**src/rtl/kct_pkg.sv**
```systemverilog
// ----------------------------------------------------------------------------
// kct_pkg
// Shared types and constants of the keyed count table: field widths, table
// size, request kinds, controller states and the controller/datapath bundles.
// ----------------------------------------------------------------------------
package kct_pkg;

    localparam int ENTRIES   = 64;
    localparam int IDX_W     = (ENTRIES > 1) ? $clog2(ENTRIES) : 1;
    localparam int CNT_W     = $clog2(ENTRIES + 1);

    localparam int KIND_W    = 2;
    localparam int CODE_W    = 32;
    localparam int QTY_W     = 16;
    localparam int PRICE_W   = 24;
    localparam int PROD_W    = PRICE_W + QTY_W;
    localparam int SUM_W     = 47;
    localparam int OUT_CNT_W = 7;

    typedef enum logic [KIND_W-1:0] {
        KIND_ADD    = 2'd0,
        KIND_TAKE   = 2'd1,
        KIND_LOOKUP = 2'd2,
        KIND_CLEAR  = 2'd3
    } t_kind;

    typedef enum logic [2:0] {
        ST_IDLE,
        ST_SEARCH,
        ST_READ,
        ST_UPDATE,
        ST_FINISH
    } t_state;

    // Commands from the controller to the datapath.
    typedef struct packed {
        logic capture;
        logic search;
        logic read;
        logic update;
        logic finish;
    } t_cmd;

    // Status from the datapath to the controller.
    typedef struct packed {
        logic is_clear;
    } t_status;

endpackage

```
**src/rtl/kct_ctrl.sv**
```systemverilog
// ----------------------------------------------------------------------------
// kct_ctrl
// Controller of the keyed count table: steps one transaction through search,
// store read, update and finish; a clear skips store read and update.
// ----------------------------------------------------------------------------
module kct_ctrl
    import kct_pkg::*;
(
    input  logic    i_clk,
    input  logic    i_rst_n,
    input  logic    start,
    input  t_status i_status,
    output t_cmd    o_cmd,
    output logic    busy
);

    t_state r_state;
    t_state n_state;

    always_ff @(posedge i_clk) begin
        if (!i_rst_n) begin
            r_state <= ST_IDLE;
        end else begin
            r_state <= n_state;
        end
    end

    always_comb begin
        n_state = r_state;
        o_cmd   = '0;
        busy    = 1'b1;
        case (r_state)
            ST_IDLE: begin
                busy = 1'b0;
                if (start) begin
                    o_cmd.capture = 1'b1;
                    n_state       = ST_SEARCH;
                end
            end
            ST_SEARCH: begin
                // A clear needs no lookup and goes straight to the finish step.
                if (i_status.is_clear) begin
                    n_state = ST_FINISH;
                end else begin
                    o_cmd.search = 1'b1;
                    n_state      = ST_READ;
                end
            end
            ST_READ: begin
                o_cmd.read = 1'b1;
                n_state    = ST_UPDATE;
            end
            ST_UPDATE: begin
                o_cmd.update = 1'b1;
                n_state      = ST_FINISH;
            end
            ST_FINISH: begin
                o_cmd.finish = 1'b1;
                n_state      = ST_IDLE;
            end
            default: begin
                n_state = ST_IDLE;
            end
        endcase
    end

endmodule

```
**config.mk**
```make
export PLATFORM = sky130hd
export DESIGN_NAME = kct_ctrl
export DESIGN_NICKNAME = d
export VERILOG_FILES = /design/src/rtl/kct_pkg.sv /design/src/rtl/kct_ctrl.sv
export SDC_FILE = /design/constraint.sdc
export NUM_CORES = 1
export LEC_CHECK = 0
export BUFFER_PORTS_ARGS = -buffer_cell sky130_fd_sc_hd__clkbuf_2
export CORE_AREA = 2 2 39 41
export CTS_CLUSTER_SIZE = 24
export DETAILED_ROUTE_END_ITERATION = 12
export DIE_AREA = 0 0 41 43
export HOLD_SLACK_MARGIN = 0.05
export PLACE_DENSITY = 0.3
export SLEW_MARGIN = 20
export SYNTH_ARGS = -nofsm -noshare
export SYNTH_HDL_FRONTEND = slang
export SYNTH_SLANG_ARGS = --single-unit
export TNS_END_PERCENT = 100
```
**constraint.sdc**
```tcl
create_clock -name i_clk -period 1.3 [get_ports i_clk]
set_input_delay 0.065 -clock i_clk [delete_from_list [all_inputs] [get_ports i_clk]]
set_output_delay 0.065 -clock i_clk [all_outputs]
set_load 0.05 [all_outputs]
```
==> Yosys cells after proc, flatten, opt, wreduce, memory -nomap -nowiden <==
Index checks and enable logic that the tools add are counted.
{ "classes": {"multipliers": 0, "shifts": 0, "div": 0, "n_reduce_logical": 1, "muxes": 11, "addsub": 0, "n_lt_le_gt_ge": 0, "n_eq_ne": 5, "bitwise": 0} }
{ "op_table": {"columns": ["op", "count"], "rows": [
  ["3-bit one-hot mux with 4 select lines", 1],
  ["1-bit two-way mux", 8],
  ["3-bit by 2-bit == test with 1-bit output, second input constant", 2],
  ["3-bit two-way mux", 2],
  ["3-bit by 1-bit == test with 1-bit output, second input constant", 1],
  ["3-bit == test, second input constant", 1],
  ["3-bit zero test", 1],
  ["2-bit inequality test, second input constant", 1]
]} }
{ "totals": {"mem_bits_ro": 0, "regBits": 3, "latchBits": 0, "ramBits": 0, "inputBits": 4, "memories": 0} }

==> Depth between registers and ports, before layout <==
{ "depth": {"word_depth": 2, "depth_mapped": 2, "mapped_depth_nobuf": 2} }

==> Worst setup path before layout <==
Ideal clock, no wire load.
{ "synth_path": {"path_kind": "reg-to-output", "from": "register r_state[0]", "to": "output port o_cmd[3] (netlist bit)", "path_buffers": 0, "t_arrival_ps": 2029, "setup_slack_ps": -794, "path_stages_with_launch": 2, "required_time_ps": 1235, "cell_sequence": "dfxtp_1 -> nor4b_1"} }
{ "synth_lines": {"columns": ["item", "line", "source"], "rows": [
  ["start: declaration", "kct_ctrl.sv:17", "t_state r_state;"],
  ["start signal: assignment", "kct_ctrl.sv:24", "r_state <= n_state;"],
  ["end: declaration", "kct_ctrl.sv:13", "output t_cmd o_cmd,"]
]} }

==> flow_summary.yaml <==
layout:
  layout-drive-gt1-share_pct: 52.94
  regArea_um2: 60.06
  nets: 39
  largest-register: "r_state"
  largest_reg_flops: 3
  fill_cells: 160
  layout.cells.non_filler: 50
  final_area_um2: 307.8
  antenna_cells: 0
  largestRegisters: "r_state (3)"
  areaGrowthSynthToFinish_pct: 98.39
  multiInputGateArea_um2: 110.1
synthesis:
  ys_seq_elements: 3
  yosys_warnings: 0
  syn_area_per_cell_um2: 8.619
  syn_inst: 18
  synth_nets: 22
  yosysSeqAreaShare_pct: 38.71
  syn-cell-area_um2: 155.1
  ys_types: 12
power:
  pwr_density_cell_mw_per_mm2: 1222
  total_power_uw: 376.1
  p_leak_nw: 0.1388
  vdd.ir_drop.worst_mv: 0.3141
worst_setup_path:
  crit_type: "reg2out"
  cp-end-kind: "primary output"
  arrival_ns: 1.18
  startpoint_type: "register"
  crit_required_ns: 1.24
  worstPathMaxFanout: 2
grt:
  antenna_found_initial: 0
  grt_overflow_total: 0
  grt_max_degree: 9
  grt_use_total_pct: 6.413
  grt_pass1_vias: 186
  grt_pass1_wl_um: 731
die:
  pin_count: 10
  die_h_um: 43
  rows: 14
  die_width_um: 41
  start_util_pct: 11.21
  core_area_mm2: 0.001384
  die_area_mm2: 0.001763
cts:
  post_cts_buffers: 0
  cts_buffers: 3
  clk_pin_slew_ns: 0.03
  cts_hold_buf: 0
  cts_sinks: 3
  htree_levels: 1
  clock_path_buffers: 2
  cts_tree: "yes"
  cts-root-buf: "clkbuf_4"
  clk_latency_ns: 0.23
timing:
  fin_crit_ns: 1.244
  setup_viol: 0
  finalCritPeriodShare_pct: 95.67
  drv_slew: 0
  skew_ns: 0.002347
  worst_pin_slew_ns: 0.2820
  fmax_mhz: 804.1
  max-slew-margin-rel_pct: 81.28
  grt_setup_unrepaired: "no"
  finalHoldViolCount: 0
routing:
  vias_per_cell: 3.520
  drtIter0Drc: 0
  routed_wl_um: 452
  wire_per_inst_um: 9.040
  drtAntennaViolNets: 0
  drtPass1Iterations: 1
  vias: 176
  drc: 0
worst_hold_path:
  hp-class: "in2reg"
placement:
  gp_congestion: 0.6010
  placed_cell_area_um2: 256.5
  portBuffers: 9
  dp.cells: 46
  dp_hpwl_um: 346.7
status:
  outcome: "finished, final reports clean"
job:
  maxCapViolCount: 0
[cell usage after synthesis (all sizes together)]
cell type,count,area [µm²]
or3b,1,8.760
nor2,1,3.750
o21ai,2,10.01
inv,1,3.750
a21oi,1,5.000
dfxtp,3,60.06
nor4b,1,8.760
nor3,1,5.000
nand2b,2,12.51
or3,1,6.260
nor3b,3,22.52
and3b,1,8.760
[area by class of cell]
type / count / area share (%)
multi-input combinational: 14 / 35.77
timing repair buffer: 12 / 28.46
sequential: 3 / 19.51
clock buffer: 4 / 8.537
tap: 16 / 6.504
inverter: 1 / 1.220
[repair_timing]
item	4_1_cts	5_1_grt
endpoints found under the setup margin	3	4
resized for setup	5	8
pin swaps	0	0
[stage by stage]
stage	TNS, ns	hold WS (ns)	setup slack (ns)	utilization (%)
finish	0	0.08946	0.05635	22.24
global route	0	0.1164	0.004443	22.24
CTS	0	0.08172	0.01396	21.79
detailed placement	0	0.3303	0.1512	18.54
global placement	0	0.3329	0.1574	18.54
floorplan	-0.9058	0.1949	-0.3606	-
[placed cells by master, fill, tap and decap left out]
cell / count
and3b_1: 1
a21oi_1: 1
inv_1: 1
nor3_1: 1
clkbuf_2: 4
dfxtp_1: 3
nor2_4: 1
clkbuf_1: 1
nand2b_1: 2
clkbuf_4: 4
o21ai_0: 2
buf_8: 1
or3_4: 1
nor4b_2: 1
or3b_1: 1
buf_4: 6
nor3b_1: 3
[per-layer routing]
| metal | vias to the layer above | wire (µm) | share of wire (%) | global-route usage (%) |
|---|---|---|---|---|
| li1 | 96 | - | - | - |
| met1 | 73 | 198 | 44 | 8.307 |
| met2 | 7 | 213 | 47 | 8.125 |
| met3 | 0 | 40 | 8.8 | 1.571 |
| met4 | 0 | 0 | 0 | 6.000 |
| met5 | - | 0 | 0 | 0 |
[worst paths after layout]
| check | from | depth (start not counted) | endpoint | slack (ns) |
|---|---|---|---|---|
| setup / recovery | r_state[2] | 3 | o_cmd[4] | 0.06 |
| hold / removal | i_rst_n | 3 | r_state[1] | 0.09 |
| setup reg to reg | r_state[1] | 3 | r_state[1] | 0.27 |
| hold reg to reg | r_state[0] | 2 | r_state[0] | 0.56 |
[logic make-up after synthesis]
kind of cell | after synthesis | synth area share, %
AND/OR/NAND/NOR | 11 | 49.19
buffers and inverters | 1 | 2.417
flip-flops | 3 | 38.71
AO/OA/AOI/OAI | 3 | 9.675
[worst max-delay path, cell delays in order (launching register included)]
cell and delay, ns:
dfxtp_1 0.30, or3_4 0.40, nor2_4 0.10, buf_8 0.15
[report_power, final]
| part | total, mW | switching [mW] | internal, mW |
|---|---|---|---|
| logic | 0.115 | 0.0702 | 0.0448 |
| clock network | 0.161 | 0.0459 | 0.115 |
| registers | 0.100 | 0.00246 | 0.0978 |
| total | 0.376 | 0.119 | 0.258 |
Power figures use the tool's default switching activity.
